===== src/rtl/core/upx_pkg.sv =====
// Shared types and constants for the pixel replication upscaler.
`timescale 1ns / 1ps
`default_nettype none
package upx_pkg;

  localparam int unsigned PIX_W     = 24;
  localparam int unsigned SCALE_W   = 7;
  localparam int unsigned DIM_W     = 11;
  localparam int unsigned PAD_W     = 2;
  localparam int unsigned STATUS_W  = 2;
  localparam int unsigned APB_ADDR_W = 4;
  localparam int unsigned APB_DATA_W = 32;

  localparam logic [SCALE_W-1:0] SCALE_MAX = 7'd100;
  localparam logic [DIM_W-1:0]   DIM_MAX   = 11'd2047;

  typedef enum logic {
    KIND_LOAD = 1'b0,
    KIND_EMIT = 1'b1
  } kind_t;

  typedef enum logic [STATUS_W-1:0] {
    ST_OK         = 2'd0,
    ST_EMIT_EARLY = 2'd1,
    ST_LOAD_BUSY  = 2'd2
  } status_t;

  typedef enum logic [1:0] {
    REG_SCALE  = 2'd0,
    REG_WIDTH  = 2'd1,
    REG_HEIGHT = 2'd2
  } reg_idx_t;

  typedef struct packed {
    logic              kind;
    logic [PIX_W-1:0]  pixel_in;
  } in_item_t;

  typedef struct packed {
    logic [PIX_W-1:0]    pixel_out;
    logic [PAD_W-1:0]    pad_bytes;
    logic                row_end;
    logic                frame_end;
    logic [STATUS_W-1:0] status;
  } out_item_t;

  // Clamped limits as seen by the sequencer
  typedef struct packed {
    logic [SCALE_W-1:0] scale;
    logic [DIM_W-1:0]   width;
    logic [DIM_W-1:0]   height;
    logic [PAD_W-1:0]   pad;
  } lim_t;

  // Result fields that do not come from the line memory
  typedef struct packed {
    logic                is_pixel;
    logic [PAD_W-1:0]    pad_bytes;
    logic                row_end;
    logic                frame_end;
    logic [STATUS_W-1:0] status;
  } meta_t;

endpackage
`default_nettype wire


===== src/rtl/core/upx_cfg.sv =====
// APB register block: raw register file and clamped limits for the sequencer.
`timescale 1ns / 1ps
`default_nettype none
module upx_cfg #(
  parameter int unsigned MAX_WIDTH  = 1024,
  parameter int unsigned MAX_HEIGHT = 1024
) (
  input  wire logic                                clk,
  input  wire logic                                rst_n,
  input  wire logic                                psel,
  input  wire logic                                penable,
  input  wire logic                                pwrite,
  input  wire logic [upx_pkg::APB_ADDR_W-1:0]      paddr,
  input  wire logic [upx_pkg::APB_DATA_W-1:0]      pwdata,
  output logic      [upx_pkg::APB_DATA_W-1:0]      prdata,
  output logic                                     pready,
  output upx_pkg::lim_t                            lim
);

  localparam logic [upx_pkg::DIM_W-1:0] W_CAP =
    (MAX_WIDTH > 2047) ? upx_pkg::DIM_MAX : upx_pkg::DIM_W'(MAX_WIDTH);
  localparam logic [upx_pkg::DIM_W-1:0] H_CAP =
    (MAX_HEIGHT > 2047) ? upx_pkg::DIM_MAX : upx_pkg::DIM_W'(MAX_HEIGHT);

  logic [upx_pkg::SCALE_W-1:0] scale_r;
  logic [upx_pkg::DIM_W-1:0]   width_r;
  logic [upx_pkg::DIM_W-1:0]   height_r;
  logic [upx_pkg::SCALE_W-1:0] eff_scale_r, eff_scale_nxt;
  logic [upx_pkg::DIM_W-1:0]   eff_width_r, eff_width_nxt;
  logic [upx_pkg::DIM_W-1:0]   eff_height_r, eff_height_nxt;
  logic                        wr_go;
  upx_pkg::reg_idx_t           idx;
  logic [3:0]                  pad_prod;

  assign pready = 1'b1;
  assign wr_go  = psel && penable && pwrite && pready;
  assign idx    = upx_pkg::reg_idx_t'(paddr[3:2]);

  always_comb begin
    eff_scale_nxt  = eff_scale_r;
    eff_width_nxt  = eff_width_r;
    eff_height_nxt = eff_height_r;
    if (wr_go) begin
      unique case (idx)
        upx_pkg::REG_SCALE: begin
          if (pwdata[6:0] == '0)                     eff_scale_nxt = 7'd1;
          else if (pwdata[6:0] > upx_pkg::SCALE_MAX) eff_scale_nxt = upx_pkg::SCALE_MAX;
          else                                       eff_scale_nxt = pwdata[6:0];
        end
        upx_pkg::REG_WIDTH: begin
          if (pwdata[10:0] == '0)        eff_width_nxt = 11'd1;
          else if (pwdata[10:0] > W_CAP) eff_width_nxt = W_CAP;
          else                           eff_width_nxt = pwdata[10:0];
        end
        upx_pkg::REG_HEIGHT: begin
          if (pwdata[10:0] == '0)        eff_height_nxt = 11'd1;
          else if (pwdata[10:0] > H_CAP) eff_height_nxt = H_CAP;
          else                           eff_height_nxt = pwdata[10:0];
        end
        default: ;
      endcase
    end
  end

  always_ff @(posedge clk) begin
    if (!rst_n) begin
      scale_r      <= 7'd1;
      width_r      <= 11'd1;
      height_r     <= 11'd1;
      eff_scale_r  <= 7'd1;
      eff_width_r  <= 11'd1;
      eff_height_r <= 11'd1;
    end else begin
      eff_scale_r  <= eff_scale_nxt;
      eff_width_r  <= eff_width_nxt;
      eff_height_r <= eff_height_nxt;
      if (wr_go) begin
        unique case (idx)
          upx_pkg::REG_SCALE:  scale_r  <= pwdata[6:0];
          upx_pkg::REG_WIDTH:  width_r  <= pwdata[10:0];
          upx_pkg::REG_HEIGHT: height_r <= pwdata[10:0];
          default: ;
        endcase
      end
    end
  end

  always_comb begin
    prdata = '0;
    unique case (idx)
      upx_pkg::REG_SCALE:  prdata = {25'd0, scale_r};
      upx_pkg::REG_WIDTH:  prdata = {21'd0, width_r};
      upx_pkg::REG_HEIGHT: prdata = {21'd0, height_r};
      default:             prdata = '0;
    endcase
  end

  // 3*w*s padding to 4 bytes reduces to (w*s) mod 4
  assign pad_prod   = eff_width_r[1:0] * eff_scale_r[1:0];
  assign lim.scale  = eff_scale_r;
  assign lim.width  = eff_width_r;
  assign lim.height = eff_height_r;
  assign lim.pad    = pad_prod[1:0];

endmodule
`default_nettype wire


===== config.mk =====
export PLATFORM = sky130hd
export DESIGN_NAME = upx_cfg
export DESIGN_NICKNAME = d
export VERILOG_FILES = /design/src/rtl/core/upx_pkg.sv /design/src/rtl/core/upx_cfg.sv
export SDC_FILE = /design/constraint.sdc
export NUM_CORES = 1
export LEC_CHECK = 0
export BUFFER_PORTS_ARGS = -buffer_cell sky130_fd_sc_hd__buf_2
export CAP_MARGIN = 5
export CORE_UTILIZATION = 45
export DETAILED_ROUTE_END_ITERATION = 6
export MAX_ROUTING_LAYER = met4
export PLACE_DENSITY = 0.77
export SLEW_MARGIN = 20
export SYNTH_ARGS = -nofsm -noshare
export SYNTH_HDL_FRONTEND = slang
export SYNTH_SLANG_ARGS = --single-unit

===== constraint.sdc =====
create_clock -name clk -period 0.9 [get_ports clk]
set_input_delay 0.045 -clock clk [delete_from_list [all_inputs] [get_ports clk]]
set_output_delay 0.045 -clock clk [all_outputs]
set_load 0.01 [all_outputs]

==> flow_summary.yaml <==
job:
  cap_viol_max_count: 0
route:
  drt_iter0_drc: 320
  viasPerCell: 5.59
  post_drt_wl_per_cell_um: 15.0
  drc: 0
  first_pass_iters: 5
  ant_nets: 0
  routed_wl_um: 7330
  vias: 2741
power_and_ir_drop:
  p_leak_nw: 1.46
  internal_power_mw: 3.98
  pwr-share-seq_pct: 48.7
  peakVddDrop_v: 0.000850
  sw_frac_of_total_pct: 26.0
  comb_power_share_pct: 12.2
  power_density_nw_per_um2: 1520
  power.net_switching_mw: 1.40
  clkPwrFrac_pct: 39.1
cts:
  path_clk_slew_ps: 60
  clk_path_buf_depth: 2
  cts_tree: "yes"
  cts.sinks: 58
  postCtsHoldBufs: 0
  cts_root_buf: "clkbuf_8"
  clk_latency_ps: 330
  cts_buffers: 9
  cts_max_level: 3
worst_setup_path:
  required_ps: 850
  rrSetupSlack_ps: 60
  crit_arrival_ps: 1060
  critPathLaunchType: "flip-flop"
  reg2reg_depth: 3
  critPathLaunch: "scale_r[5]"
  critPathMaxFanout: 2
  setup.worst_path.end: "prdata[5]"
  timing.rr.start: "eff_scale_r[0]"
  endpoint_kind: "output pin"
  r2r-end: "eff_scale_r[0]"
  crit_type: "flip-flop to output pin"
global_route:
  grtUsageMet3_pct: 4.67
  busiest_layer: "met2"
  antenna_found_initial: 0
  grt_pass1_wl_um: 11700
  grt_use_met1_pct: 30.3
  grt_pass1_vias: 2430
  overflow: 0
  grtUsageTotal_pct: 24.1
  grt_max_degree: 34
  met2_usage_pct: 36.4
cells_and_area:
  area_growth_pct: 23.5
  fin_nets: 452
  drive_gt1_share_pct: 31.1
  nFillCells: 529
  design_area_um2: 3530
  insertedDiodeCount: 0
  finalCoreUtilization_pct: 58.5
synthesis:
  synth_area_um2: 2860
  yosys_warnings: 0
  synth_area_leaders: "dfxtp_1 41%, a21boi_1 13%, nand3_1 9.5%, o21ai_1 8.1%, buf_4 6.3%"
  yosysMostFrequentCell: "dfxtp_1"
  synth_top_cell_by_area: "dfxtp_1"
  synth-seq-cells: 58
  yosysTopAreaCellShare_pct: 40.7
  yosys-top-cells-count: "58 x dfxtp_1, 54 x nand3_1, 50 x a21boi_1, 46 x o21ai_1, 24 x buf_4"
  synth_edf_count: 0
  synth_cell_types: 34
  synthArstFlopShare_pct: 0
  syn_inst: 345
  ys.flop_type: "dfxtp_1"
  synth_area_per_cell_um2: 8.28
  yosysSeqAreaShare_pct: 40.7
placement:
  gp_congestion: 0.875
  portBuffers: 59
  dpl_cell_area_um2: 3300
  pre_cts_slack_ps: -168
  place_hpwl_um: 4990
sta:
  rsz0062_at_grt: "yes"
  setup_tns_ps: -1930
  post-route-period-util_pct: 122
  maxSlewViolCount: 0
  period_needed_ps: 1100
  setup_violations: 13
  worst_clock_skew_ps: 0
  setup_ws_ps: -201
  max_freq_mhz: 908
  hold_viol_final: 0
die:
  die_y_um: 81.7
  rows: 28
  core_area_um2: 6030
  initial_core_util_pct: 47.4
  ios: 105
  die_area_um2: 6670
  die_w_um: 81.7
hold_path:
  min_path_type: "primary input to flip-flop"
status:
  outcome: "complete, but fails checks"
  violations: "negative setup slack"
-- flip-flops by register name, summed over array words and instances, names as in the netlist --
signal / count
eff_height_r: 11
eff_scale_r: 7
eff_width_r: 11
height_r: 11
scale_r: 7
width_r: 11
-- layout make-up --
cell class / instances / area, µm² / share of cell area, %
Multi-Input combinational cell: 249 / 1460 / 41.3
Inverter: 2 / 7.51 / 0.213
Clock buffer: 12 / 155 / 4.40
Sequential cell: 58 / 1180 / 33.6
Clock inverter: 3 / 15.0 / 0.426
Timing Repair Buffer: 91 / 617 / 17.5
Tap cell: 75 / 93.8 / 2.66
-- routing by layer --
metal | vias to the layer above | share of wire, %
met5 | - | 0
met4 | 0 | 2.9
li1 | 1313 | -
met1 | 1290 | 44
met2 | 113 | 47
met3 | 25 | 5.8
-- stage by stage --
step / cells / power, mW / hold WS, ps
floorplan: 365 / 3.11 / 192
global placement: 474 / 3.30 / 347
detailed placement: 474 / 3.30 / 346
CTS: 489 / 5.38 / 22.1
global route: 490 / 5.56 / 48.5
finish: 490 / 5.38 / 30.8
-- cells by family (layout without fill, tap and decap cells) --
| kind of cell | Yosys count | count (layout) | synth area share, % |
|---|---|---|---|
| flip-flops | 58 | 58 | 40.7 |
| buffers and inverters | 58 | 108 | 11.9 |
| AO/OA/AOI/OAI | 126 | 126 | 27.8 |
| multiplexers | 7 | 7 | 2.45 |
| other | 2 | 22 | 0.263 |
| AND/OR/NAND/NOR | 93 | 93 | 16.6 |
| XOR/XNOR | 1 | 1 | 0.307 |
-- worst max-delay path, stage by stage (launching register included) --
cell	delay, ps
dfxtp_2	340
mux2i_1	60
o21ai_1	160
buf_2	160
-- power groups by stage --
stage	registers, mW	clock network [mW]	logic (mW)
2_1_floorplan	2.67	0	0.432
3_3_place_gp	2.67	0	0.630
3_5_place_dp	2.67	0	0.633
4_1_cts	2.62	2.13	0.637
5_1_grt	2.62	2.24	0.709
6_report	2.62	2.10	0.656
-- timing repair --
action                                  4_1_cts  5_1_grt
setup buffers                                 0        1
endpoints found under the setup margin       15       17
pin swaps                                     4        7
gates resized for setup                      11       12
-- how the worst min path moves through the flow --
stage,startpoint,cells past startpoint,slack (ps),end
global route,rst_n,2,50,eff_scale_r[2]
detailed placement,rst_n,2,350,eff_scale_r[0]
floorplan,pwdata[1],2,190,height_r[1]
global placement,rst_n,2,350,eff_scale_r[0]
finish,rst_n,2,30,eff_scale_r[2]
CTS,pwdata[4],3,20,eff_scale_r[4]
-- cell usage in the layout (no fill, tap or decap), drive strengths merged --
cell / synthesis / final
a22o: 4 / 4
o22ai: 1 / 1
conb: 2 / 22
or2: 1 / 1
and2: 1 / 1
mux2i: 7 / 7
dfxtp: 58 / 58
and3: 1 / 1
a31oi: 1 / 1
nor4: 2 / 2
a21oi: 3 / 3
inv: 2 / 2
o211ai: 1 / 1
nand2b: 4 / 4
nor2: 4 / 4
a21boi: 51 / 51
clkbuf: 14 / 12
buf: 42 / 91
nand4: 2 / 2
nor2b: 11 / 11
o2111ai: 1 / 1
xor2: 1 / 1
clkinv: 0 / 3
o21ai: 61 / 61
nor3: 1 / 1
a41oi: 1 / 1
nand3: 54 / 54
o311ai: 1 / 1
o211a: 1 / 1
nand2: 12 / 12
Power figures use the tool's default switching activity.
