--- config.mk ---
export PLATFORM = sky130hd
export DESIGN_NAME = upx_ctrl
export DESIGN_NICKNAME = d
export VERILOG_FILES = /design/src/rtl/core/upx_pkg.sv /design/src/rtl/core/upx_ctrl.sv
export SDC_FILE = /design/constraint.sdc
export NUM_CORES = 1
export LEC_CHECK = 0
export ABC_CLOCK_PERIOD_IN_PS = 3450
export BUFFER_PORTS_ARGS = -buffer_cell sky130_fd_sc_hd__clkbuf_2
export CORE_ASPECT_RATIO = 1.2
export CORE_MARGIN = 5
export CORE_UTILIZATION = 49
export DETAILED_ROUTE_END_ITERATION = 8
export PLACE_DENSITY = 0.83
export RECOVER_POWER = 25
export SETUP_SLACK_MARGIN = 0.1
export SKIP_LAST_GASP = 1
export SLEW_MARGIN = 5
export SYNTH_ARGS = -nofsm -noshare
export SYNTH_HDL_FRONTEND = slang
export SYNTH_SLANG_ARGS = --single-unit
--- constraint.sdc ---
create_clock -name clk -period 3.45 [get_ports clk]
set_input_delay 0.345 -clock clk [delete_from_list [all_inputs] [get_ports clk]]
set_output_delay 0.345 -clock clk [all_outputs]
set_load 0.01 [all_outputs]
--- src/rtl/core/upx_pkg.sv ---
// Shared types and constants for the pixel replication upscaler.
`timescale 1ns / 1ps
`default_nettype none
package upx_pkg;

  localparam int unsigned PIX_W     = 24;
  localparam int unsigned SCALE_W   = 7;
  localparam int unsigned DIM_W     = 11;
  localparam int unsigned PAD_W     = 2;
  localparam int unsigned STATUS_W  = 2;
  localparam int unsigned APB_ADDR_W = 4;
  localparam int unsigned APB_DATA_W = 32;

  localparam logic [SCALE_W-1:0] SCALE_MAX = 7'd100;
  localparam logic [DIM_W-1:0]   DIM_MAX   = 11'd2047;

  typedef enum logic {
    KIND_LOAD = 1'b0,
    KIND_EMIT = 1'b1
  } kind_t;

  typedef enum logic [STATUS_W-1:0] {
    ST_OK         = 2'd0,
    ST_EMIT_EARLY = 2'd1,
    ST_LOAD_BUSY  = 2'd2
  } status_t;

  typedef enum logic [1:0] {
    REG_SCALE  = 2'd0,
    REG_WIDTH  = 2'd1,
    REG_HEIGHT = 2'd2
  } reg_idx_t;

  typedef struct packed {
    logic              kind;
    logic [PIX_W-1:0]  pixel_in;
  } in_item_t;

  typedef struct packed {
    logic [PIX_W-1:0]    pixel_out;
    logic [PAD_W-1:0]    pad_bytes;
    logic                row_end;
    logic                frame_end;
    logic [STATUS_W-1:0] status;
  } out_item_t;

  // Clamped limits as seen by the sequencer
  typedef struct packed {
    logic [SCALE_W-1:0] scale;
    logic [DIM_W-1:0]   width;
    logic [DIM_W-1:0]   height;
    logic [PAD_W-1:0]   pad;
  } lim_t;

  // Result fields that do not come from the line memory
  typedef struct packed {
    logic                is_pixel;
    logic [PAD_W-1:0]    pad_bytes;
    logic                row_end;
    logic                frame_end;
    logic [STATUS_W-1:0] status;
  } meta_t;

endpackage
`default_nettype wire

--- src/rtl/core/upx_ctrl.sv ---
// Sequencer: fill and scan counters, line memory addressing, output register.
`timescale 1ns / 1ps
`default_nettype none
module upx_ctrl #(
  parameter int unsigned MAX_WIDTH  = 1024,
  parameter int unsigned MAX_HEIGHT = 1024,
  parameter int unsigned AW         = 10
) (
  input  wire logic                       clk,
  input  wire logic                       rst_n,
  input  wire logic                       in_valid,
  output logic                            in_ready,
  input  wire upx_pkg::in_item_t          in_data,
  output logic                            out_valid,
  input  wire logic                       out_ready,
  output upx_pkg::meta_t                  meta,
  input  wire upx_pkg::lim_t              lim,
  output logic                            wr_en,
  output logic [AW-1:0]                   wr_addr,
  output logic [upx_pkg::PIX_W-1:0]       wr_data,
  output logic                            rd_en,
  output logic [AW-1:0]                   rd_addr
);

  localparam int unsigned FW = $clog2(MAX_WIDTH + 1);
  localparam int unsigned RW = (MAX_HEIGHT > 1) ? $clog2(MAX_HEIGHT) : 1;

  logic [FW-1:0]               fill_r, fill_nxt;
  logic [AW-1:0]               col_r, col_nxt;
  logic [upx_pkg::SCALE_W-1:0] across_r, across_nxt;
  logic [upx_pkg::SCALE_W-1:0] down_r, down_nxt;
  logic [RW-1:0]               row_r, row_nxt;
  logic                        emitting_r, emitting_nxt;
  logic                        out_valid_r, out_valid_nxt;
  upx_pkg::meta_t              meta_r, meta_nxt;

  logic        accept, is_emit;
  logic [FW:0] fill_inc;
  logic        last_copy, last_col, last_down, last_row;

  assign in_ready = !out_valid_r || out_ready;
  assign accept   = in_valid && in_ready;
  assign is_emit  = (in_data.kind == upx_pkg::KIND_EMIT);
  assign fill_inc = {1'b0, fill_r} + 1'b1;

  assign last_copy = ({1'b0, across_r} + 8'd1) >= {1'b0, lim.scale};
  assign last_down = ({1'b0, down_r} + 8'd1) >= {1'b0, lim.scale};
  assign last_col  = (32'(col_r) + 32'd1) >= 32'(lim.width);
  assign last_row  = (32'(row_r) + 32'd1) >= 32'(lim.height);

  // Load and emit never share a cycle, so a read always sees the last write
  assign wr_en   = accept && !is_emit && !emitting_r && (32'(fill_r) < 32'(MAX_WIDTH));
  assign wr_addr = fill_r[AW-1:0];
  assign wr_data = in_data.pixel_in;
  assign rd_en   = accept && is_emit && emitting_r;
  assign rd_addr = col_r;

  always_comb begin
    fill_nxt      = fill_r;
    col_nxt       = col_r;
    across_nxt    = across_r;
    down_nxt      = down_r;
    row_nxt       = row_r;
    emitting_nxt  = emitting_r;
    meta_nxt      = meta_r;
    out_valid_nxt = out_valid_r && !out_ready;
    if (accept) begin
      if (!is_emit) begin
        if (emitting_r) begin
          meta_nxt      = '{is_pixel: 1'b0, pad_bytes: '0, row_end: 1'b0,
                            frame_end: 1'b0, status: upx_pkg::ST_LOAD_BUSY};
          out_valid_nxt = 1'b1;
        end else begin
          fill_nxt = fill_inc[FW-1:0];
          if (32'(fill_inc) >= 32'(lim.width)) begin
            emitting_nxt = 1'b1;
            col_nxt      = '0;
            across_nxt   = '0;
            down_nxt     = '0;
          end
        end
      end else if (!emitting_r) begin
        meta_nxt      = '{is_pixel: 1'b0, pad_bytes: '0, row_end: 1'b0,
                          frame_end: 1'b0, status: upx_pkg::ST_EMIT_EARLY};
        out_valid_nxt = 1'b1;
      end else begin
        out_valid_nxt      = 1'b1;
        meta_nxt           = '0;
        meta_nxt.is_pixel  = 1'b1;
        meta_nxt.status    = upx_pkg::ST_OK;
        meta_nxt.row_end   = last_copy && last_col;
        if (!last_copy) begin
          across_nxt = across_r + 1'b1;
        end else if (!last_col) begin
          across_nxt = '0;
          col_nxt    = col_r + 1'b1;
        end else begin
          meta_nxt.pad_bytes = lim.pad;
          across_nxt         = '0;
          col_nxt            = '0;
          if (!last_down) begin
            down_nxt = down_r + 1'b1;
          end else begin
            down_nxt     = '0;
            emitting_nxt = 1'b0;
            fill_nxt     = '0;
            if (last_row) begin
              meta_nxt.frame_end = 1'b1;
              row_nxt            = '0;
            end else begin
              row_nxt = row_r + 1'b1;
            end
          end
        end
      end
    end
  end

  always_ff @(posedge clk) begin
    if (!rst_n) begin
      fill_r      <= '0;
      col_r       <= '0;
      across_r    <= '0;
      down_r      <= '0;
      row_r       <= '0;
      emitting_r  <= 1'b0;
      out_valid_r <= 1'b0;
    end else begin
      fill_r      <= fill_nxt;
      col_r       <= col_nxt;
      across_r    <= across_nxt;
      down_r      <= down_nxt;
      row_r       <= row_nxt;
      emitting_r  <= emitting_nxt;
      out_valid_r <= out_valid_nxt;
    end
  end

  always_ff @(posedge clk) begin
    meta_r <= meta_nxt;
  end

  assign out_valid = out_valid_r;
  assign meta      = meta_r;

endmodule
`default_nettype wire

==> results.cfg, run 1 <==
[synthesis]
yosysTopAreaCellShare = 0.2144
synthCells = 536
synth-xor-area-share = 0.05788
synth-edff-count = 7
seq_area_frac_synth = 0.2623
yosysUniqueCellTypes = 51
synth.top_cells.by_count = 56 x ha_1, 47 x dfxtp_1, 46 x o21ai_0
synth-seq-cells = 54
synth_area_leaders = dfxtp_1 21%, ha_1 16%, buf_4 5.8%, o21ai_0 5.2%, edfxtp_1 4.8%
synth.most_common_cell = ha_1
yosys.area.top_type = dfxtp_1
syn-num-nets = 652
avgSynthCellArea_um2 = 8.186
yosys.area_share.adder = 0.1597
ys.flop_type = dfxtp_1
synth_top_family_by_area = simple AND/OR/NAND/NOR gates
ys_async_sr_fraction = 0
syn-cell-area_um2 = 4388
yosys-mux-area-fraction = 0
yosysWarnings = 0
synth_compound_area_frac = 0.2033
yosys.area_share.simple = 0.2164

[critical_path]
path_delay_family = simple AND/OR/NAND/NOR gates
cp_slowest_stage_delay_ns = 0.44
crit_required_ns = 3.71
crit_fanout = 7
arrival_ns = 3.52
end_kind = flop
crit_path_start_kind = flop
path_class = flop to flop
worstPathCellList = and3_4 > and3_4 > and3_4 > nand3_2 > xnor2_2 > ha_1 > a21o_1 > a211o_1 > a211oi_2 > buf_4 > nor4b_4 > nand3_2 > or3_1 > a21boi_1
cpMostUsedCell = and3_4
path_buf_inv = 1
cp_slowest_cell = nor4b_4

[detailed_routing]
met1_length_um = 4491
num_vias = 3906
wl_per_cell_um = 15.26
ant_nets = 0
route.detailed.drc = 0
dr_wl_met2_um = 5361
top_layer = met4
firstDrtPassIters = 4
finalWirelength_um = 10630
via_per_inst = 5.604
drt_iter0_markers = 184
route.met3.wl_um = 532

[job]
cap_violations = 0

[floorplanning]
die_y_um = 113.7
die-area_um2 = 10960
rows = 37
start_util = 0.5069
die_w_um = 96.39
ioPinCount = 115
core_area_um2 = 8657

[timing]
layout_min_cycle_time_ns = 3.261
fmax_ghz = 0.3066
hold_violations = 0
rsz0062_at_grt = true
setup_viol = 0
relSlewSlack = 0.4107
final.period_utilization = 0.9453
fin_setup_tns_ns = 0
timing.final.ws_setup_ns = 0.1886
finalClockSkew_ns = 0.01353
drv_slew = 0
worstMarginPinSlew_ns = 0.8840

[layout]
fillers = 761
final_nets = 695
synthToLayoutAreaGrowth_pct = 12.38
seq_area_um2 = 1165
final_area_um2 = 4931
utilization = 0.5696
diodes = 0
multi_input_area_um2 = 2929
drive_gt1_frac = 0.2276

[global_route]
grt_pass1_vias = 3885
grt_pass1_wl_um = 17220
antenna_found_initial = 0
gr-total-overflow = 0
grt_usage = 0.1901
grt_max_degree = 47

[min_path]
hold_path_class = input pin to flop

[cts]
htree_levels = 2
cts.sinks = 54
cts_max_path_buffers = 2
cts.clk_slew.worst_paths_ns = 0.11
cts_hold_buf = 0
cts_tree = yes
clock_latency_ns = 0.32
cts_made_buffers = 5
root_buffer = clkbuf_8

[placement]
placed_area_um2 = 4627
port_buffers = 66
dp_hpwl_um = 7960
dpl_worst_slack_ns = 0.06264
gp_congestion = 0.8430

[power_and_ir_drop]
ir_worst_vdd_v = 0.0001522
power_density_nw_per_um2 = 237.9
leakage_nw = 2.359

[run_status]
status = completed
==> cell families (layout without fill, tap and decap cells) <==
kind of cell | count (synthesis) | count (layout)
xor gates and xnor gates | 29 | 29
adders and majority gates | 56 | 56
and+or+nand+nor | 182 | 182
DFF | 54 | 54
AOI/OAI and AO/OA | 132 | 132
buffers and inverters | 83 | 127
==> placed cells by master, fill, tap and decap left out, drive strengths merged, types with 2 or more instances in the layout <==
cell | netlist | final
xor2 | 13 | 13
o21ai | 47 | 47
nand3 | 34 | 34
nor2 | 34 | 34
a211o | 2 | 2
ha | 56 | 56
clkbuf | 12 | 71
o211ai | 14 | 14
a21boi | 9 | 9
o2111ai | 2 | 2
a31oi | 4 | 4
a32o | 2 | 2
a2111oi | 2 | 2
or2 | 3 | 3
buf | 37 | 19
dfxtp | 47 | 47
a21oi | 10 | 10
o41ai | 5 | 5
nand4 | 2 | 2
nor3b | 3 | 3
o21a | 2 | 2
and2 | 7 | 7
edfxtp | 7 | 7
nand2 | 37 | 37
nor4 | 2 | 2
nand2b | 12 | 12
o31ai | 6 | 6
a21o | 11 | 11
a22oi | 4 | 4
nand3b | 6 | 6
nor3 | 6 | 6
clkinvlp | 0 | 2
a211oi | 7 | 7
xnor2 | 16 | 16
and3 | 20 | 20
or3 | 8 | 8
inv | 34 | 35
nor2b | 7 | 7
==> layer usage <==
layer | GRT usage | vias up
li1 | - | 1974
met1 | 0.2350 | 1794
met2 | 0.3303 | 118
met3 | 0.02704 | 20
met4 | 0.07016 | 0
met5 | 0 | -
==> power breakdown <==
group / switching, W / total, W / internal (W)
combinational: 0.0000907 / 0.000147 / 0.0000564
clock: 0.000231 / 0.000377 / 0.000146
sequential: 0.00000726 / 0.000649 / 0.000642
total: 0.000329 / 0.00117 / 0.000844
==> flip-flops by register name, summed over array words and instances (netlist names) <==
name,cells
emitting_r,1
out_valid,1
across_r,7
meta,7
down_r,7
rd_addr,10
row_r,10
fill_r,11
==> worst paths after layout <==
kind	end	slack, ns	cells after the start	start
min reg2reg	rd_addr[0]	0.50	1	rd_addr[0]
max reg2reg	row_r[3]	0.19	14	rd_addr[0]
min	meta[4]	0.31	2	lim[0]
max	row_r[3]	0.19	14	rd_addr[0]
==> metrics by stage <==
stage / cells / hold slack (ns) / power, W
6_report: 697 / 0.3091 / 0.001173
5_1_grt: 697 / 0.3242 / 0.001223
4_1_cts: 688 / 0.3268 / 0.001174
3_5_place_dp: 680 / 0.5002 / 0.0008053
3_3_place_gp: 680 / 0.4804 / 0.0007984
2_1_floorplan: 536 / 0.4622 / 0.0007770
==> cell type report <==
class                      count  share of cell area
clock inverter                 3            0.004821
inverter                      34             0.02588
multi-input combinational    399              0.5940
timing repair buffer          85             0.09541
clock buffer                   5             0.01396
tap                          117             0.02969
sequential                    54              0.2362
==> what timing repair did <==
item                                    4_1_cts  5_1_grt
buffers inserted                              0        9
endpoints found under the setup margin        6       46
gates cloned                                  0        0
pin swaps                                     0       11
resized for setup                             2       39
(Power assumes the default switching activity.)
==> run 2, diff against run 1 <==
--- a/config.mk
+++ b/config.mk
@@ -11,7 +11,7 @@
 export CORE_MARGIN = 5
 export CORE_UTILIZATION = 49
 export DETAILED_ROUTE_END_ITERATION = 8
-export PLACE_DENSITY = 0.83
+export PLACE_DENSITY_LB_ADDON = 0.05
 export RECOVER_POWER = 25
 export SETUP_SLACK_MARGIN = 0.1
 export SKIP_LAST_GASP = 1
==> run 2 against run 1 <==
Net effect: non-clock buffer count increased by 7; clock skew decreased by 0.0061 ns; first-iteration DRC count decreased by 32%; largest cell class unchanged.
==> results.cfg, run 2 (same netlist as run 1, synthesis figures left out) <==
[layout]
drive_gt1_frac = 0.2061
layout_common_cells = 64 x clkbuf_2, 55 x ha_1, 45 x o21ai_0
largest_reg_flops = 11
diodes = 0
regMostFlops = fill_r
final_area_um2 = 4942
final_nets = 702
final_common_cell = clkbuf_2
synthToLayoutAreaGrowth_pct = 12.63

[critical_path]
cpMostUsedCell = and3_1
cp_slowest_stage_delay_ns = 0.36
worstSetupPathDepth = 13
crit_path_start_kind = flop
path_class = flop to flop
reg2reg_slack_ns = 0.29
crit_fanout = 7
cp_slowest_cell = dfxtp_2
crit_required_ns = 3.70
arrival_ns = 3.41
path_delay_family = simple AND/OR/NAND/NOR gates
end_kind = flop
path_buf_inv = 1
worstPathCellList = ha_1 > and3_1 > and3_1 > and3_1 > and3_1 > ha_1 > a211o_1 > a211oi_2 > buf_4 > nor4b_4 > nand3_2 > or3_1 > a21boi_1
rr_worst_depth = 13

[timing]
timing.final.ws_setup_ns = 0.2896
setup_viol = 0
hold_violations = 0
final.period_utilization = 0.9161
fin_setup_tns_ns = 0
finalClockSkew_ns = 0.007417
rsz0062_at_grt = true
worstMarginPinSlew_ns = 0.5488
whs_ns = 0.3033
drv_slew = 0
layout_min_cycle_time_ns = 3.160
fmax_ghz = 0.3164
relSlewSlack = 0.6313

[detailed_routing]
route.detailed.drc = 0
wl_per_cell_um = 14.18
finalWirelength_um = 9982
firstDrtPassIters = 4
via_per_inst = 5.440
ant_nets = 0
drt_iter0_markers = 126
num_vias = 3830

[floorplanning]
core_area_um2 = 8657
die-area_um2 = 10960
ioPinCount = 115
start_util = 0.5069
die_w_um = 96.39
rows = 37
die_y_um = 113.7

[cts]
cts.sinks = 54
cts_made_buffers = 5
clock_latency_ns = 0.32
cts_tree = yes
cts_max_path_buffers = 2
htree_levels = 2
root_buffer = clkbuf_8
cts.clk_slew.worst_paths_ns = 0.10

[min_path]
hold_path_class = input pin to flop
whs_path_depth = 2

[power_and_ir_drop]
pwr-share-seq = 0.497
total_power_w = 0.001306
p_clk_frac = 0.387
ir_worst_vdd_v = 0.0001855
swShare = 0.2400
leakage_nw = 2.410
power.internal_w = 0.0009923
p_switching_w = 0.0003133
power_density_nw_per_um2 = 264.2
pwr-share-comb = 0.116

[job]
cap_violations = 0

[global_route]
grt_usage = 0.1906
grt_pass1_wl_um = 17060
antenna_found_initial = 0
grt_max_degree = 26
grt_pass1_vias = 3660
gr-total-overflow = 0

[placement]
dpl_worst_slack_ns = 0.1168
gp_congestion = 0.8313
port_buffers = 66
dp_hpwl_um = 7977
placed_area_um2 = 4692

[run_status]
status = completed
## run 2: cell count changes in the layout (fill, tap and decap cells not counted), moves of 2 or more
| cell | previous run | this run |
|---|---|---|
| and3_4 | 7 | 1 |
| clkinvlp_4 | 2 | 0 |
| dfxtp_4 | 2 | 0 |
| bufinv_16 | 0 | 2 |
| buf_4 | 19 | 25 |
| and3_1 | 13 | 18 |
| nand3_2 | 5 | 3 |
| dfxtp_1 | 40 | 44 |
| dfxtp_2 | 5 | 3 |
| nand3_1 | 29 | 31 |
## run 2: worst paths after layout
check,start,endpoint
min reg2reg,across_r[6],across_r[6]
min,lim[1],meta[5]
max,rd_addr[0],row_r[4]
max reg2reg,rd_addr[0],row_r[4]
## run 2: final cells by class
class / instances / area (um^2)
fill: 848 / 3715
multi-input combinational: 399 / 2845
sequential: 54 / 1155
timing repair buffer: 92 / 535.5
tap: 117 / 146.4
inverter: 34 / 127.6
clock buffer: 5 / 68.82
clock inverter: 3 / 63.81
## run 2: metal layers
| metal | share of wire | track usage |
|---|---|---|
| met1 | 0.47 | 0.2518 |
| met2 | 0.47 | 0.3155 |
| met3 | 0.051 | 0.03826 |
| met4 | 0.011 | 0.04864 |
| met5 | 0 | 0 |
## run 2: repair_timing
action | CTS | global route
hold buffers | 0 | 0
resized for setup | 0 | 16
buffers inserted | 0 | 9
setup endpoints to repair | 0 | 45
## run 2: worst reg2reg max path, cell delays in order (launching register included)
cell	delay, ns
dfxtp_2	0.36
ha_1	0.22
and3_1	0.20
and3_1	0.23
and3_1	0.25
and3_1	0.21
ha_1	0.29
a211o_1	0.13
a211oi_2	0.04
buf_4	0.17
nor4b_4	0.34
nand3_2	0.19
or3_1	0.35
a21boi_1	0.13
## run 2: power groups by stage
stage,combinational (W),sequential (W),clock [W]
after floorplan,0.000112,0.000665,0
after global placement,0.000145,0.000663,0
after detailed placement,0.000148,0.000663,0
after CTS,0.000149,0.000648,0.000520
after global routing,0.000174,0.000650,0.000543
final,0.000152,0.000648,0.000505
## run 2: per-stage QoR
step / utilization / cells
floorplan: - / 536
global placement: 0.5420 / 687
detailed placement: 0.5420 / 687
CTS: 0.5573 / 695
global route: 0.5709 / 704
finish: 0.5709 / 704
